**src/laplacian_sharpen_filter_macros.svh**
```systemverilog
// ----------------------------------------------------------------------------
// laplacian_sharpen_filter_macros.svh
// Assertion macros for the Laplacian sharpening filter.
// ----------------------------------------------------------------------------
`ifndef LAPLACIAN_SHARPEN_FILTER_MACROS_SVH
`define LAPLACIAN_SHARPEN_FILTER_MACROS_SVH

`ifndef ASSERT_OFF

// same-cycle implication
`define LSF_ASSERT_IMPL(lbl, clk, rstn, ante, cons, msg) \
	lbl: assert property (@(posedge clk) disable iff (!(rstn)) (ante) |-> (cons)) \
		else $error(msg);

// next-cycle implication
`define LSF_ASSERT_NEXT(lbl, clk, rstn, ante, cons, msg) \
	lbl: assert property (@(posedge clk) disable iff (!(rstn)) (ante) |=> (cons)) \
		else $error(msg);

`else

`define LSF_ASSERT_IMPL(lbl, clk, rstn, ante, cons, msg)
`define LSF_ASSERT_NEXT(lbl, clk, rstn, ante, cons, msg)

`endif

`endif

```
**src/lsf_pkg.sv**
```systemverilog
// ----------------------------------------------------------------------------
// lsf_pkg
// Shared constants and types of the Laplacian sharpening filter.
// ----------------------------------------------------------------------------
package lsf_pkg;

	localparam int MAX_WIDTH = 2048;
	localparam int COL_W     = $clog2(MAX_WIDTH);
	localparam int DIM_W     = 12;
	localparam int ROW_W     = 12;
	localparam int CMP_W     = (COL_W + 1 > DIM_W) ? COL_W + 1 : DIM_W;
	localparam int PIX_W     = 8;
	localparam int LINE_W    = 2 * PIX_W;

	localparam logic [COL_W-1:0] COL_LAST = COL_W'(MAX_WIDTH - 1);

	localparam int RQ_DEPTH = 4;
	localparam int RQ_AW    = $clog2(RQ_DEPTH);
	localparam int RQ_CW    = $clog2(RQ_DEPTH + 1);
	localparam logic [RQ_CW-1:0] RQ_FULL  = RQ_CW'(RQ_DEPTH);
	localparam logic [RQ_CW:0]   RQ_LIMIT = (RQ_CW + 1)'(RQ_DEPTH);

	localparam int APB_AW = 3;
	localparam int APB_DW = 32;

	// register index (paddr bit above the word offset)
	localparam logic REG_FRAME_WIDTH  = 1'b0;
	localparam logic REG_FRAME_HEIGHT = 1'b1;

	localparam logic [DIM_W-1:0] WIDTH_RESET  = 12'd640;
	localparam logic [DIM_W-1:0] HEIGHT_RESET = 12'd480;
	localparam logic [DIM_W-1:0] WIDTH_MAX    = DIM_W'(MAX_WIDTH);
	localparam logic [DIM_W-1:0] DIM_ONE      = DIM_W'(1);

	typedef struct packed {
		logic [DIM_W-1:0] width;
		logic [DIM_W-1:0] height;
	} frame_cfg_t;

	typedef struct packed {
		logic [PIX_W-1:0] north;
		logic [PIX_W-1:0] south;
		logic [PIX_W-1:0] east;
		logic [PIX_W-1:0] west;
		logic [PIX_W-1:0] centre;
		logic             interior;
		logic             has_first;
		logic             last_row;
		logic             last_col;
	} kern_op_t;

	typedef struct packed {
		logic             has_first;
		logic [PIX_W-1:0] laplace;
		logic [PIX_W-1:0] sharp;
		logic             first_last;
		logic             has_second;
		logic             second_lof;
	} rec_t;

endpackage

```
**src/lsf_kernel.sv**
```systemverilog
// ----------------------------------------------------------------------------
// lsf_kernel
// Stage 1: 4-neighbour Laplacian and sharpening with clipping; builds the
// result record of one pixel.
// ----------------------------------------------------------------------------
module lsf_kernel (
	input  logic              clk,
	input  logic              arst_n,
	input  logic              op_valid,
	input  lsf_pkg::kern_op_t op,
	output logic              rec_push,
	output lsf_pkg::rec_t     rec
);

	lsf_pkg::kern_op_t  op_s1;
	logic               valid_s1;
	logic [9:0]         sum;
	logic [9:0]         c4;
	logic [10:0]        c5;
	logic signed [11:0] lap_raw;
	logic signed [11:0] sharp_raw;

	function automatic logic [7:0] clip8(input logic signed [11:0] v);
		logic [7:0] r;
		if (v < 12'sd0) begin
			r = 8'd0;
		end else if (v > 12'sd255) begin
			r = 8'd255;
		end else begin
			r = v[7:0];
		end
		return r;
	endfunction

	always_ff @(posedge clk or negedge arst_n) begin
		if (!arst_n) begin
			valid_s1 <= 1'b0;
		end else begin
			valid_s1 <= op_valid;
		end
	end

	always_ff @(posedge clk) begin
		if (op_valid) begin
			op_s1 <= op;
		end
	end

	always_comb begin
		sum = 10'(op_s1.north) + 10'(op_s1.south) + 10'(op_s1.east) + 10'(op_s1.west);
		c4  = {op_s1.centre, 2'b00};
		c5  = 11'(c4) + 11'(op_s1.centre);
		lap_raw   = $signed({2'b00, sum}) - $signed({2'b00, c4});
		sharp_raw = $signed({1'b0, c5}) - $signed({2'b00, sum});

		rec.has_first  = op_s1.has_first;
		rec.laplace    = op_s1.interior ? clip8(lap_raw) : 8'd0;
		rec.sharp      = op_s1.interior ? clip8(sharp_raw) : 8'd0;
		rec.first_last = ~op_s1.last_row;
		rec.has_second = op_s1.last_row;
		rec.second_lof = op_s1.last_col;
	end

	assign rec_push = valid_s1 & (op_s1.has_first | op_s1.last_row);

endmodule

```
**config.mk**
```make
export PLATFORM = sky130hd
export DESIGN_NAME = lsf_kernel
export DESIGN_NICKNAME = d
export VERILOG_FILES = /design/src/laplacian_sharpen_filter_macros.svh /design/src/lsf_pkg.sv /design/src/lsf_kernel.sv
export SDC_FILE = /design/constraint.sdc
export NUM_CORES = 1
export LEC_CHECK = 0
export BUFFER_PORTS_ARGS = -buffer_cell sky130_fd_sc_hd__buf_2
export CAP_MARGIN = 20
export CORE_ASPECT_RATIO = 0.8
export CORE_UTILIZATION = 35
export CTS_CLUSTER_SIZE = 30
export DETAILED_ROUTE_END_ITERATION = 6
export PLACE_DENSITY_LB_ADDON = 0.1
export SLEW_MARGIN = 0
export SYNTH_ARGS = -nofsm -noshare
export SYNTH_HDL_FRONTEND = slang
export SYNTH_SLANG_ARGS = --single-unit
```
**constraint.sdc**
```tcl
create_clock -name clk -period 11.9 [get_ports clk]
set_input_delay 1.19 -clock clk [delete_from_list [all_inputs] [get_ports clk]]
set_output_delay 1.19 -clock clk [all_outputs]
set_load 0.02 [all_outputs]
```
==> results_dict.tcl <==
set metrics [dict create \
    avgSynthCellArea_um2 11.8 \
    antenna_found_initial 0 \
    cts_resized 0 \
    setup_viol 0 \
    rsz0062_at_grt "false" \
    finalCritPeriodShare_pct 55.6 \
    worstPathArrival_ns 5.43 \
    fmax_mhz 151 \
    cts_buffers 5 \
    ys_async_sr_fraction_pct 2.22 \
    yosys-top-cells-area "edfxtp_1 40%, fa_1 15%, ha_1 12%, inv_1 6.3%, xnor2_1 2.9%" \
    drv_slew 0 \
    critPathMaxFanout 8 \
    clkTransAtPathRegs_ns 0.06 \
    vias_per_cell 4.67 \
    final_cell_mix "67 x buf_2, 55 x inv_1, 44 x edfxtp_1" \
    root_buffer "clkbuf_16" \
    io_buffers 67 \
    synth_area_um2 3290 \
    drc 0 \
    first_iter_violations 82 \
    tightestPinTransition_ns 0.991 \
    first_global_vias 2059 \
    synthFlopType "edfxtp_1" \
    avgRoutedWirePerCell_um 12.3 \
    worstHoldPathType "input port to asynchronous set/reset pin" \
    dr.pass1.iters 6 \
    ys_types 41 \
    yosys_warnings 0 \
    num_vias 2183 \
    fp-row-count 31 \
    worstSetupStartpoint "op_s1[13]$_DFFE_PP_" \
    die_height_um 88.7 \
    gr-usage-all-layers_pct 12.6 \
    hold_viol 0 \
    cts_setup_buffers 0 \
    fin_nets 454 \
    initial_core_util_pct 36.3 \
    synth_seq_area_share_pct 40.9 \
    ctsHoldBuffers 0 \
    synth-seq-cells 45 \
    ioPinCount 68 \
    start_kind "flip-flop" \
    syn-num-nets 383 \
    htreeDepth 2 \
    wirelength_um 5760 \
    clock-sinks 45 \
    cts_buffer_depth 2 \
    hpwlAfterDp_um 4740 \
    finalWeightedCongestion 0.746 \
    grt_max_degree 46 \
    end_kind "primary output" \
    crit_type "flip-flop to primary output" \
    synth_top_cell_area_share_pct 40.1 \
    num_antenna_cells 0 \
    synth-edff-count 44 \
    grt_pass1_wl_um 9450 \
    core_area_um2 9080 \
    layout_min_cycle_time_ns 6.62 \
    cts_tree "done" \
    drv_cap 0 \
    final_common_cell "buf_2" \
    die_w_um 110 \
    fin_tns_setup_ns 0 \
    antenna_left 0 \
    area_growth_pct 19.1 \
    cp_data_required_time_ns 10.71 \
    syn_inst 280 \
    maxSlewHeadroom_pct 33.9 \
    dieArea_um2 9800 \
    outcome "completed" \
    synth.largest_area_cell "edfxtp_1" \
    drive_above_1_share_pct 23.9 \
    overflow 0 \
]
[path summary, 6_finish.rpt]
check	end	slack (ns)	cells past startpoint
min in group clk	rec[19]$_DFFE_PP_	1.07	1
max in group asynchronous	valid_s1$_DFF_PN0_	11.15	1
worst min-delay path	valid_s1$_DFF_PN0_	0.66	1
worst max-delay path	rec[3]	5.28	20
[flip-flops by register name, summed over array words and instances, names as in the netlist]
name / cells
rec: 3
c4: 8
valid_s1: 1
op_s1: 33
[area by class of cell]
cell class	instances	area [µm²]
multi-input cells	177	1720
fillers	882	5160
clock inverters	3	46.3
flip-flops and latches	45	1350
repair buffers	67	335
well taps	115	144
clock buffers	5	125
inverters	55	206
[cell usage after synthesis, drive strengths merged (3+ instances only)]
master,instances
o21a,3
xnor2,11
o21ai,10
a21o,5
buf,3
a211oi,6
nand2,4
inv,55
xor2,9
nand2b,5
nor3,6
a221oi,5
ha,31
edfxtp,44
fa,25
nor2,16
a21oi,19
[stage by stage]
stage	instances	setup WS, ns	instance area (µm²)	hold WS (ns)	util [%]
after floorplan	280	5.93	3290	0.894	-
after global placement	459	5.62	3750	0.966	41.3
after detailed placement	459	5.55	3750	0.967	41.3
after CTS	467	5.23	3920	0.654	43.2
after global routing	467	4.85	3920	0.646	43.2
final	467	5.28	3920	0.663	43.2
[cell families (layout without fill, tap and decap cells)]
logic type | after synthesis | after routing | share of synthesized area, %
buffers and inverters | 58 | 130 | 6.96
flip-flops | 45 | 45 | 40.9
adder cells (fa/ha/maj) | 56 | 56 | 27.0
AO/OA/AOI/OAI | 59 | 59 | 12.9
XOR/XNOR | 20 | 20 | 5.55
AND/OR/NAND/NOR | 42 | 42 | 6.69
[per-layer routing]
layer  vias to the layer above  wire length [µm]  global-route usage (%)
li1                       1104                 -                       -
met1                      1021              2890                    16.9
met2                        54              2510                    19.5
met3                         4               306                    3.97
met4                         0                48                    4.00
met5                         -                 0                       0
[worst max-delay path, stage by stage (launching register included)]
cell and delay [ns]:
edfxtp_1 0.32, inv_1 0.05, fa_1 0.53, inv_1 0.05, fa_1 0.45, ha_1 0.24
fa_1 0.40, a21o_1 0.19, a21oi_1 0.22, o21bai_1 0.10, a21oi_1 0.23, xnor2_1 0.18
inv_1 0.08, fa_1 0.43, ha_1 0.38, and4_1 0.21, a221oi_2 0.26, xor2_1 0.14
nor3_4 0.37, a21oi_1 0.13, buf_2 0.19
Power is not shown: default switching activity piles up to over one toggle a cycle in this logic, so the estimate is an artifact.
