**config.mk**
```make
export PLATFORM = sky130hd
export DESIGN_NAME = lsf_apb_regs
export DESIGN_NICKNAME = d
export VERILOG_FILES = /design/src/laplacian_sharpen_filter_macros.svh /design/src/lsf_pkg.sv /design/src/lsf_apb_regs.sv
export SDC_FILE = /design/constraint.sdc
export NUM_CORES = 1
export LEC_CHECK = 0
export BUFFER_PORTS_ARGS = -buffer_cell sky130_fd_sc_hd__buf_2
export CAP_MARGIN = 25
export CORE_MARGIN = 2
export CORE_UTILIZATION = 50
export CTS_CLUSTER_DIAMETER = 120
export DETAILED_ROUTE_END_ITERATION = 8
export PLACE_DENSITY_LB_ADDON = 0.1
export SYNTH_ARGS = -nofsm -noshare
export SYNTH_HDL_FRONTEND = slang
export SYNTH_SLANG_ARGS = --single-unit
```
**constraint.sdc**
```tcl
create_clock -name clk -period 1.6 [get_ports clk]
set_input_delay 0.24 -clock clk [delete_from_list [all_inputs] [get_ports clk]]
set_output_delay 0.24 -clock clk [all_outputs]
set_load 0.1 [all_outputs]
```
**src/laplacian_sharpen_filter_macros.svh**
```systemverilog
// ----------------------------------------------------------------------------
// laplacian_sharpen_filter_macros.svh
// Assertion macros for the Laplacian sharpening filter.
// ----------------------------------------------------------------------------
`ifndef LAPLACIAN_SHARPEN_FILTER_MACROS_SVH
`define LAPLACIAN_SHARPEN_FILTER_MACROS_SVH

`ifndef ASSERT_OFF

// same-cycle implication
`define LSF_ASSERT_IMPL(lbl, clk, rstn, ante, cons, msg) \
	lbl: assert property (@(posedge clk) disable iff (!(rstn)) (ante) |-> (cons)) \
		else $error(msg);

// next-cycle implication
`define LSF_ASSERT_NEXT(lbl, clk, rstn, ante, cons, msg) \
	lbl: assert property (@(posedge clk) disable iff (!(rstn)) (ante) |=> (cons)) \
		else $error(msg);

`else

`define LSF_ASSERT_IMPL(lbl, clk, rstn, ante, cons, msg)
`define LSF_ASSERT_NEXT(lbl, clk, rstn, ante, cons, msg)

`endif

`endif

```
**src/lsf_pkg.sv**
```systemverilog
// ----------------------------------------------------------------------------
// lsf_pkg
// Shared constants and types of the Laplacian sharpening filter.
// ----------------------------------------------------------------------------
package lsf_pkg;

	localparam int MAX_WIDTH = 2048;
	localparam int COL_W     = $clog2(MAX_WIDTH);
	localparam int DIM_W     = 12;
	localparam int ROW_W     = 12;
	localparam int CMP_W     = (COL_W + 1 > DIM_W) ? COL_W + 1 : DIM_W;
	localparam int PIX_W     = 8;
	localparam int LINE_W    = 2 * PIX_W;

	localparam logic [COL_W-1:0] COL_LAST = COL_W'(MAX_WIDTH - 1);

	localparam int RQ_DEPTH = 4;
	localparam int RQ_AW    = $clog2(RQ_DEPTH);
	localparam int RQ_CW    = $clog2(RQ_DEPTH + 1);
	localparam logic [RQ_CW-1:0] RQ_FULL  = RQ_CW'(RQ_DEPTH);
	localparam logic [RQ_CW:0]   RQ_LIMIT = (RQ_CW + 1)'(RQ_DEPTH);

	localparam int APB_AW = 3;
	localparam int APB_DW = 32;

	// register index (paddr bit above the word offset)
	localparam logic REG_FRAME_WIDTH  = 1'b0;
	localparam logic REG_FRAME_HEIGHT = 1'b1;

	localparam logic [DIM_W-1:0] WIDTH_RESET  = 12'd640;
	localparam logic [DIM_W-1:0] HEIGHT_RESET = 12'd480;
	localparam logic [DIM_W-1:0] WIDTH_MAX    = DIM_W'(MAX_WIDTH);
	localparam logic [DIM_W-1:0] DIM_ONE      = DIM_W'(1);

	typedef struct packed {
		logic [DIM_W-1:0] width;
		logic [DIM_W-1:0] height;
	} frame_cfg_t;

	typedef struct packed {
		logic [PIX_W-1:0] north;
		logic [PIX_W-1:0] south;
		logic [PIX_W-1:0] east;
		logic [PIX_W-1:0] west;
		logic [PIX_W-1:0] centre;
		logic             interior;
		logic             has_first;
		logic             last_row;
		logic             last_col;
	} kern_op_t;

	typedef struct packed {
		logic             has_first;
		logic [PIX_W-1:0] laplace;
		logic [PIX_W-1:0] sharp;
		logic             first_last;
		logic             has_second;
		logic             second_lof;
	} rec_t;

endpackage

```
**src/lsf_apb_regs.sv**
```systemverilog
// ----------------------------------------------------------------------------
// lsf_apb_regs
// Frame size registers on an APB-style port; also keeps the clamped sizes.
// ----------------------------------------------------------------------------
module lsf_apb_regs (
	input  logic                       clk,
	input  logic                       arst_n,
	input  logic                       psel,
	input  logic                       penable,
	input  logic                       pwrite,
	input  logic [lsf_pkg::APB_AW-1:0] paddr,
	input  logic [lsf_pkg::APB_DW-1:0] pwdata,
	output logic [lsf_pkg::APB_DW-1:0] prdata,
	output logic                       pready,
	output lsf_pkg::frame_cfg_t        cfg
);

	logic [lsf_pkg::DIM_W-1:0] width_q;
	logic [lsf_pkg::DIM_W-1:0] height_q;
	lsf_pkg::frame_cfg_t       cfg_q;
	logic                      wr_en;
	logic                      reg_sel;
	logic [lsf_pkg::DIM_W-1:0] wr_val;
	logic [lsf_pkg::DIM_W-1:0] wr_width;
	logic [lsf_pkg::DIM_W-1:0] wr_height;

	assign pready  = 1'b1;
	assign wr_en   = psel & penable & pwrite;
	assign reg_sel = paddr[lsf_pkg::APB_AW-1];
	assign wr_val  = pwdata[lsf_pkg::DIM_W-1:0];
	assign cfg     = cfg_q;

	always_comb begin
		if (wr_val == '0) begin
			wr_width = lsf_pkg::DIM_ONE;
		end else if (wr_val > lsf_pkg::WIDTH_MAX) begin
			wr_width = lsf_pkg::WIDTH_MAX;
		end else begin
			wr_width = wr_val;
		end
		wr_height = (wr_val == '0) ? lsf_pkg::DIM_ONE : wr_val;
	end

	always_ff @(posedge clk or negedge arst_n) begin
		if (!arst_n) begin
			width_q      <= lsf_pkg::WIDTH_RESET;
			height_q     <= lsf_pkg::HEIGHT_RESET;
			cfg_q.width  <= lsf_pkg::WIDTH_RESET;
			cfg_q.height <= lsf_pkg::HEIGHT_RESET;
		end else if (wr_en) begin
			case (reg_sel)
				lsf_pkg::REG_FRAME_WIDTH: begin
					width_q     <= wr_val;
					cfg_q.width <= wr_width;
				end
				lsf_pkg::REG_FRAME_HEIGHT: begin
					height_q     <= wr_val;
					cfg_q.height <= wr_height;
				end
				default: begin
				end
			endcase
		end
	end

	always_comb begin
		case (reg_sel)
			lsf_pkg::REG_FRAME_WIDTH:  prdata = lsf_pkg::APB_DW'(width_q);
			lsf_pkg::REG_FRAME_HEIGHT: prdata = lsf_pkg::APB_DW'(height_q);
			default:                   prdata = '0;
		endcase
	end

endmodule

```
==> run summary <==
Status: finished clean
Die Ht: 69.93 µm
CTS max path bufs: 2
Fmax: 665.4 MHz
Die width: 69.93 µm
Final Max Tran Viols: 0
Max Fanout on Critical Path: 2
Most common cell in the netlist: nand2_1
GRT Overall Usage: 19.41%
Final worst-path cycle share: 93.93%
Overflow after GRT: 0
Detailed-route vias per instance: 4.788
Crit path kind: reg -> out
Hold violation total from the final report: 0
Crit path required time: 1360 ps
Cts bufs inserted: 5
Largest net degree at the start of global routing: 33
Crit path to: prdata[0]
R2r endpoint: cfg[19]$_DFFE_PN1P_
Design area: 2549 µm²
Clk Tree Root Cell: clkbuf_8
Fin crit period: 1503 ps
Synth top area cells: dfrtp_1 41%, nand2_1 19%, dfstp_2 15%
IO Count: 97
Share of layout cells above drive strength 1: 32.98%
DR pass1 iterations: 4
Worst r2r path cells: 2
Largest area contributor in the netlist: dfrtp_1
Number of global-route vias before repair: 1550
Placer congestion estimate: 0.7410
H-tree depth: 2
Initial antenna violation count: 0
Synth Warn #: 0
LEAKAGE: 1.410 nW
RSZ-0062 raised after global routing: false
WL final: 4510 µm
Die ar.: 4890 µm²
Mean post-synth cell area: 9.574 µm²
DRT antenna net count: 0
Worst R2R Setup Slack: 870 ps
Top_reg_cell synth: dfrtp_1
Via count: 1604
CORE AREA: 4086 µm²
Nets: 324
Total of max-cap violations: 0
Clock Pin Slew Worst Setup and Hold Paths: 80 ps
WL per Instance: 13.46 µm
Worst setup SP type: register
Area growth syn-to-layout: 17.27%
Clk_lat worst skew: 290 ps
Row count: 23
Postcts setup bufs: 0
CP arrival: 1260 ps
Placed Area: 2436 µm²
Post-Route Setup TNS: 0 ps
Initial Utilization: 53.18%
Post-synth top area share: 41.45%
PwrDens: 1701 nW/µm²
Number of flops mapped to enable cells by yosys: 0
Global-route wire length before repair: 7521 µm
Fin Hold WS: 170.6 ps
FFs w/ async S/R, synth: 100.0%
Number of diodes: 0
Crit. Startpoint: height_q[0]$_DFFE_PN0P_
HPWL Detailed: 3231 µm
Clk sinks: 48
Skew final: 0 ps
Hold Crit Class: in -> reg
CTS tree: built
Post-synthesis sequential area ratio: 55.96%
Synth cell count leaders: 111 x nand2_1, 36 x dfrtp_1, 24 x buf_4
Initial DRC count: 93
Final Setup Violations: 0
Worst R2R Start: cfg[19]$_DFFE_PN1P_
Worst VDD drop: 0.8105 mV
Total power: 4.334 mW
CP Capture Type: output port
DRC viols: 0
I/O Buffers: 53
Cell Area, Synth: 2173 µm²
Yosys cell types: 24
Register bit total from synthesis: 48
Synth Instances: 227
==> cells by family (layout without fill, tap and decap cells) <==
family                 after synthesis  in the layout  share of synthesized area [%]
AO/OA/AOI/OAI                       15             15                          4.375
buffers and inverters               31             70                          10.02
flip-flops                          48             48                          55.96
multiplexers                        12             12                          6.218
other                                2             21                         0.3456
AND/OR/NAND/NOR                    119            119                          23.09
==> through the flow <==
step | setup WS [ps] | util [%] | instances
6_report | 97.07 | 62.37 | 335
3_5_place_dp | 96.29 | 59.61 | 326
2_1_floorplan | 363.3 | - | 246
4_1_cts | 90.52 | 62.37 | 335
5_1_grt | 61.86 | 62.37 | 335
3_3_place_gp | 109.9 | 59.61 | 326
==> layer usage <==
layer / up-vias / share of wire [%] / GRT usage, %
met2: 44 / 47 / 30.69
met5: - / 0 / 0
met4: 0 / 0.91 / 5.128
li1: 793 / - / -
met3: 5 / 4.6 / 4.906
met1: 762 / 47 / 26.89
==> critical path, cell delays in order, from the launching register on <==
cell and delay (ps):
dfrtp_1 390, mux2_2 280, buf_2 290
==> power breakdown <==
group          leakage [nW]  switching, mW  internal, mW
Combinational         0.783           1.73         0.298
Sequential            0.582          0.106          1.47
Clock                0.0455          0.378         0.353
==> registers in the layout, summed over array words and instances, names as in the netlist <==
name      count
width_q      12
height_q     12
cfg          24
==> area by class of cell <==
class                   count  area (µm²)
clock buffers               8       90.09
fillers                   385        1538
inverters                   1       3.754
multi-input cells         167       810.8
flip-flops and latches     48        1216
well taps                  50       62.56
repair buffers             61       365.4
==> cell usage in the layout, fill, tap and decap left out, drive strengths merged <==
cell type,synthesis,final
nor3,1,1
nand4,1,1
and4,1,1
conb,2,21
o31ai,1,1
dfrtp,36,36
nand4b,1,1
clkbuf,2,8
dlygate4sd3,0,1
a31oi,2,2
buf,28,60
nor4,2,2
inv,1,1
mux2,12,12
dfstp,12,12
and4b,1,1
a41oi,1,1
o21ai,10,10
a21oi,1,1
nor2,1,1
nand2,111,111
==> worst min path at each step <==
stage / startpoint / to / slack [ps] / cells past startpoint
4_1_cts: pwdata[9] / width_q[9]$_DFFE_PN1P_ / 160 / 3
5_1_grt: pwdata[9] / width_q[9]$_DFFE_PN1P_ / 160 / 3
3_5_place_dp: arst_n / cfg[1]$_DFFE_PN0P_ / 200 / 1
2_1_floorplan: arst_n / cfg[0]$_DFFE_PN0P_ / -60 / 0
6_report: pwdata[9] / width_q[9]$_DFFE_PN1P_ / 170 / 3
3_3_place_gp: arst_n / height_q[1]$_DFFE_PN0P_ / 190 / 1
==> timing repair <==
item | in CTS | in global routing
hold endpoints to repair | 9 | 0
hold buffers | 1 | 0
resized for setup | 5 | 0
endpoints found under the setup margin | 5 | 0
No activity file was read; power rests on OpenSTA's default activity.
