### config.mk
export PLATFORM = sky130hd
export DESIGN_NAME = lsf_result_queue_flat
export DESIGN_NICKNAME = d
export VERILOG_FILES = /design/src/laplacian_sharpen_filter_macros.svh /design/src/lsf_pkg.sv /design/src/lsf_interfaces.sv /design/src/lsf_result_queue.sv /design/src/flat_wrapper.sv
export SDC_FILE = /design/constraint.sdc
export NUM_CORES = 1
export LEC_CHECK = 0
export BUFFER_PORTS_ARGS = -buffer_cell sky130_fd_sc_hd__buf_2
export CAP_MARGIN = 25
export CORE_MARGIN = 1.5
export CORE_UTILIZATION = 25
export DETAILED_ROUTE_END_ITERATION = 8
export HOLD_SLACK_MARGIN = 0.03
export PLACE_DENSITY = 0.47
export SLEW_MARGIN = 20
export SYNTH_ARGS = -nofsm -noshare
export SYNTH_HDL_FRONTEND = slang
export SYNTH_SLANG_ARGS = --single-unit
### constraint.sdc
create_clock -name clk -period 5.8 [get_ports clk]
set_input_delay 0.87 -clock clk [delete_from_list [all_inputs] [get_ports clk]]
set_output_delay 0.87 -clock clk [all_outputs]
set_load 0.01 [all_outputs]
### src/laplacian_sharpen_filter_macros.svh
// ----------------------------------------------------------------------------
// laplacian_sharpen_filter_macros.svh
// Assertion macros for the Laplacian sharpening filter.
// ----------------------------------------------------------------------------
`ifndef LAPLACIAN_SHARPEN_FILTER_MACROS_SVH
`define LAPLACIAN_SHARPEN_FILTER_MACROS_SVH

`ifndef ASSERT_OFF

// same-cycle implication
`define LSF_ASSERT_IMPL(lbl, clk, rstn, ante, cons, msg) \
	lbl: assert property (@(posedge clk) disable iff (!(rstn)) (ante) |-> (cons)) \
		else $error(msg);

// next-cycle implication
`define LSF_ASSERT_NEXT(lbl, clk, rstn, ante, cons, msg) \
	lbl: assert property (@(posedge clk) disable iff (!(rstn)) (ante) |=> (cons)) \
		else $error(msg);

`else

`define LSF_ASSERT_IMPL(lbl, clk, rstn, ante, cons, msg)
`define LSF_ASSERT_NEXT(lbl, clk, rstn, ante, cons, msg)

`endif

`endif

### src/lsf_pkg.sv
// ----------------------------------------------------------------------------
// lsf_pkg
// Shared constants and types of the Laplacian sharpening filter.
// ----------------------------------------------------------------------------
package lsf_pkg;

	localparam int MAX_WIDTH = 2048;
	localparam int COL_W     = $clog2(MAX_WIDTH);
	localparam int DIM_W     = 12;
	localparam int ROW_W     = 12;
	localparam int CMP_W     = (COL_W + 1 > DIM_W) ? COL_W + 1 : DIM_W;
	localparam int PIX_W     = 8;
	localparam int LINE_W    = 2 * PIX_W;

	localparam logic [COL_W-1:0] COL_LAST = COL_W'(MAX_WIDTH - 1);

	localparam int RQ_DEPTH = 4;
	localparam int RQ_AW    = $clog2(RQ_DEPTH);
	localparam int RQ_CW    = $clog2(RQ_DEPTH + 1);
	localparam logic [RQ_CW-1:0] RQ_FULL  = RQ_CW'(RQ_DEPTH);
	localparam logic [RQ_CW:0]   RQ_LIMIT = (RQ_CW + 1)'(RQ_DEPTH);

	localparam int APB_AW = 3;
	localparam int APB_DW = 32;

	// register index (paddr bit above the word offset)
	localparam logic REG_FRAME_WIDTH  = 1'b0;
	localparam logic REG_FRAME_HEIGHT = 1'b1;

	localparam logic [DIM_W-1:0] WIDTH_RESET  = 12'd640;
	localparam logic [DIM_W-1:0] HEIGHT_RESET = 12'd480;
	localparam logic [DIM_W-1:0] WIDTH_MAX    = DIM_W'(MAX_WIDTH);
	localparam logic [DIM_W-1:0] DIM_ONE      = DIM_W'(1);

	typedef struct packed {
		logic [DIM_W-1:0] width;
		logic [DIM_W-1:0] height;
	} frame_cfg_t;

	typedef struct packed {
		logic [PIX_W-1:0] north;
		logic [PIX_W-1:0] south;
		logic [PIX_W-1:0] east;
		logic [PIX_W-1:0] west;
		logic [PIX_W-1:0] centre;
		logic             interior;
		logic             has_first;
		logic             last_row;
		logic             last_col;
	} kern_op_t;

	typedef struct packed {
		logic             has_first;
		logic [PIX_W-1:0] laplace;
		logic [PIX_W-1:0] sharp;
		logic             first_last;
		logic             has_second;
		logic             second_lof;
	} rec_t;

endpackage

### src/lsf_interfaces.sv


interface lsf_result_if;
	logic                      valid;
	logic                      ready;
	logic [lsf_pkg::PIX_W-1:0] laplace_value;
	logic [lsf_pkg::PIX_W-1:0] sharpened_value;
	logic                      last_in_run;
	logic                      last_of_frame;

	modport source (output valid, output laplace_value, output sharpened_value,
		output last_in_run, output last_of_frame, input ready);
	modport sink   (input valid, input laplace_value, input sharpened_value,
		input last_in_run, input last_of_frame, output ready);
endinterface

### src/lsf_result_queue.sv
// ----------------------------------------------------------------------------
// lsf_result_queue
// Queue of per-pixel result records; unpacks each into one or two words.
// ----------------------------------------------------------------------------
module lsf_result_queue (
	input  logic                      clk,
	input  logic                      arst_n,
	input  logic                      push,
	input  lsf_pkg::rec_t             din,
	output logic [lsf_pkg::RQ_CW-1:0] count,
	lsf_result_if.source              results
);

	lsf_pkg::rec_t             mem_q [lsf_pkg::RQ_DEPTH];
	logic [lsf_pkg::RQ_AW-1:0] wptr_q;
	logic [lsf_pkg::RQ_AW-1:0] rptr_q;
	logic [lsf_pkg::RQ_CW-1:0] count_q;
	logic                      phase_q;
	lsf_pkg::rec_t             head;
	logic                      out_valid;
	logic                      out_acc;
	logic                      cur_first;
	logic                      last_word;
	logic                      pop;

	assign head      = mem_q[rptr_q];
	assign out_valid = (count_q != '0);
	assign out_acc   = out_valid & results.ready;
	assign cur_first = head.has_first & ~phase_q;
	assign last_word = ~(cur_first & head.has_second);
	assign pop       = out_acc & last_word;
	assign count     = count_q;

	assign results.valid           = out_valid;
	assign results.laplace_value   = cur_first ? head.laplace : '0;
	assign results.sharpened_value = cur_first ? head.sharp : '0;
	assign results.last_in_run     = cur_first ? head.first_last : 1'b1;
	assign results.last_of_frame   = cur_first ? 1'b0 : head.second_lof;

	always_ff @(posedge clk) begin
		if (push) begin
			mem_q[wptr_q] <= din;
		end
	end

	always_ff @(posedge clk or negedge arst_n) begin
		if (!arst_n) begin
			wptr_q  <= '0;
			rptr_q  <= '0;
			count_q <= '0;
			phase_q <= 1'b0;
		end else begin
			if (push) begin
				wptr_q <= wptr_q + lsf_pkg::RQ_AW'(1);
			end
			if (pop) begin
				rptr_q <= rptr_q + lsf_pkg::RQ_AW'(1);
			end
			count_q <= count_q + lsf_pkg::RQ_CW'(push) - lsf_pkg::RQ_CW'(pop);
			if (out_acc) begin
				phase_q <= ~last_word;
			end
		end
	end

endmodule

### src/flat_wrapper.sv
// flat-port wrapper written by rule: the top's interface ports become plain ports
module lsf_result_queue_flat 
  (clk, arst_n, push, din, count, results_valid, results_laplace_value, results_sharpened_value, results_last_in_run, results_last_of_frame, results_ready);
  lsf_result_if results_i ();
  input  logic clk;
  input  logic arst_n;
  input  logic push;
  input  lsf_pkg::rec_t din;
  output logic [lsf_pkg::RQ_CW-1:0] count;
  output wire logic [$bits(results_i.valid)-1:0] results_valid;
  output wire logic [$bits(results_i.laplace_value)-1:0] results_laplace_value;
  output wire logic [$bits(results_i.sharpened_value)-1:0] results_sharpened_value;
  output wire logic [$bits(results_i.last_in_run)-1:0] results_last_in_run;
  output wire logic [$bits(results_i.last_of_frame)-1:0] results_last_of_frame;
  input wire logic [$bits(results_i.ready)-1:0] results_ready;
  assign results_valid = results_i.valid;
  assign results_laplace_value = results_i.laplace_value;
  assign results_sharpened_value = results_i.sharpened_value;
  assign results_last_in_run = results_i.last_in_run;
  assign results_last_of_frame = results_i.last_of_frame;
  assign results_i.ready = results_ready;
  lsf_result_queue u_core (.clk(clk), .arst_n(arst_n), .push(push), .din(din), .count(count), .results(results_i));
endmodule
==> flow_summary.ini <==
[pwr]
p_leak_nw = 1.529
p_switching_mw = 0.6688
power_mw = 2.178
clock_power_share_pct = 26.1
ir_drop_mv = 0.1951
pwr-share-seq_pct = 42.9
p_int_mw = 1.509
p_comb_share_pct = 31.1
p_sw_share_pct = 30.70
power.density_mw_per_mm2 = 510.2

[drt]
dr_total_vias = 1664
viasPerCell = 4.019
wirelength_um = 6552
wl_per_cell_um = 15.83
drt-initial-drc-count = 127
dr.pass1.iters = 4
postRouteAntennaNets = 0
route.detailed.drc = 0

[worst_setup_path]
required_ps = 4930
critPathMaxStageDelay_ps = 860
end_kind = output port
crit_buf_inv = 1
critical-path-top-delay-family = flip-flops
worstReg2RegStart = u_core.rptr_q[0]$_DFFE_PN0P_
crit_path_max_fanout = 24
reg2reg_to = u_core.count[2]$_DFF_PN0_
rr_worst_depth = 9
path_cells = nor2_1 -> a22oi_4 -> and2b_1 -> buf_2
crit_path_top_delay_cell = dfrtp_2
r2r_slack_ps = 2870
worstPathArrival_ps = 2310
cp-start-kind = flop
path_class = flop to output port

[clock_network]
cts-buffers-inserted = 9
cts_sinks = 88
cts_tree = done
path_clk_slew_ps = 60
clockBufferDepth = 2
htreeDepth = 3
clock_latency_ps = 330
post_cts_buffers = 0
cts_resized = 0
clock-root-buffer = clkbuf_16
cts_hold_buf = 0

[logic_synthesis]
synth_area_leaders = edfxtp_1, mux4_2, dfrtp_1
synth-seq-cells = 88
synth_top_area_share_pct = 68.06
seq_area_frac_synth_pct = 73.73
postSynthAreaPerCell_um2 = 20.29
syn_inst = 174
syn-cell-area_mm2 = 0.003530
netlist.top_cell.by_area = edfxtp_1
yosysWarnings = 0
syn-num-nets = 205
yosys.cell_types.count = 29

[global_routing]
antenna_found_initial = 1
grt_max_degree = 25
grt_util_all_layers_pct = 9.720
grt_first_pass_wirelength_um = 10240
grt-ovfl-total = 0
grt_pass1_vias = 1818

[layout]
final_cell_mix = edfxtp_1, buf_2, mux4_2
area_delta_synth_final_pct = 20.95
utilization_pct = 30.88
mostFrequentLayoutCell = edfxtp_1
regArea_mm2 = 0.002604
drive_above_1_share_pct = 38.03
insertedDiodeCount = 0
multiInputGateArea_um2 = 848.3
fillers = 1341
nets = 260

[timing]
tightest_slew_ps = 753.2
hold_viol_final = 0
skew_ps = 3.821
timing.final.crit_share_pct = 54.81
final.setup.tns_ps = 0
holdWs_ps = 383.5
rsz0062_at_grt = no
slew_headroom_pct = 49.79
fmax_ghz = 0.3146
maxSlewViolCount = 0
setup_viol = 0
period_needed_ps = 3179

[place]
gp_congestion = 0.6268
io_buffers = 45
hpwl_um = 4066

[flow_run]
cap_violations = 0

[floorplan]
io_pins = 46
core_mm2 = 0.01383
dieHeight_um = 121.8
num_rows = 43
initial_core_util_pct = 25.53
die_area_mm2 = 0.01484
die_x_um = 121.8

[min_path]
min_path_type = input port to async pin

[outcome]
status = completed
per-stage QoR:
stage | worst slack, ps | instances | cell area, µm²
6_report | 2621 | 414 | 4269
5_1_grt | 2369 | 414 | 4269
4_1_cts | 2482 | 414 | 4269
3_5_place_dp | 2762 | 398 | 3974
3_3_place_gp | 2811 | 398 | 3974
2_1_floorplan | 3462 | 174 | 3530
synth_stat cells:
cell type,instances
mux4_2,19
and2_1,5
nor2_1,3
o21ai_0,1
a22oi_4,1
edfxtp_1,80
nand2_1,3
buf_4,1
or3_1,1
buf_6,2
nor4_1,1
a311oi_1,1
o31a_1,1
a21o_1,1
nor2b_1,15
o21bai_1,1
mux2_2,1
and2b_1,2
inv_1,9
mux2_4,1
dfrtp_1,8
fa_1,1
xnor2_1,3
buf_2,3
xor2_1,1
or2_1,1
ha_1,6
o21a_4,1
a31o_2,1
power by group through the flow:
stage,Sequential (mW),Combinational [mW],Clock (mW)
floorplan,0.893,0.531,0
global placement,0.949,0.695,0
detailed placement,0.953,0.701,0
CTS,0.940,0.703,0.583
global route,0.955,0.762,0.606
finish,0.934,0.677,0.568
area by class of cell:
class / instances / share of cell area (%)
clock buffers: 9 / 5.276
clock inverters: 7 / 1.641
multi-input cells: 71 / 19.87
well taps: 180 / 5.276
inverters: 9 / 0.7913
repair buffers: 50 / 6.155
flip-flops and latches: 88 / 60.99
logic make-up after synthesis:
group           count (synthesis)  synth area share, %
xor+xnor                        4               0.9927
buf+inv                        15                2.233
simple gates                   31                5.140
compound gates                  8                2.340
mux                            21                12.87
fa+ha+maj                       7                2.694
flops                          88                73.73
per-layer routing:
layer	vias up	routed length [µm]	global-route usage, %
met5	-	12	0
li1	782	-	-
met4	2	95	3.971
met2	41	3126	15.66
met3	10	335	3.090
met1	829	2981	12.11
worst max-delay path by stage:
stage,start,to,slack (ps),cells after the start
floorplan,results_ready,u_core.count[2]$_DFF_PN0_,3460,8
global placement,u_core.rptr_q[0]$_DFFE_PN0P_,u_core.count[2]$_DFF_PN0_,2810,9
detailed placement,u_core.rptr_q[0]$_DFFE_PN0P_,u_core.count[2]$_DFF_PN0_,2760,9
CTS,u_core.rptr_q[0]$_DFFE_PN0P_,results_sharpened_value[5],2480,4
global route,u_core.rptr_q[0]$_DFFE_PN0P_,results_sharpened_value[1],2370,4
finish,u_core.rptr_q[0]$_DFFE_PN0P_,results_sharpened_value[5],2620,4
sequential cells by signal (all words and copies together), names as in the netlist:
name,cells
u_core.rptr_q,2
u_core.wptr_q,2
u_core.phase_q,1
u_core.count,3
u_core.mem_q,80
Note: power is estimated with default switching activity, not from simulation.
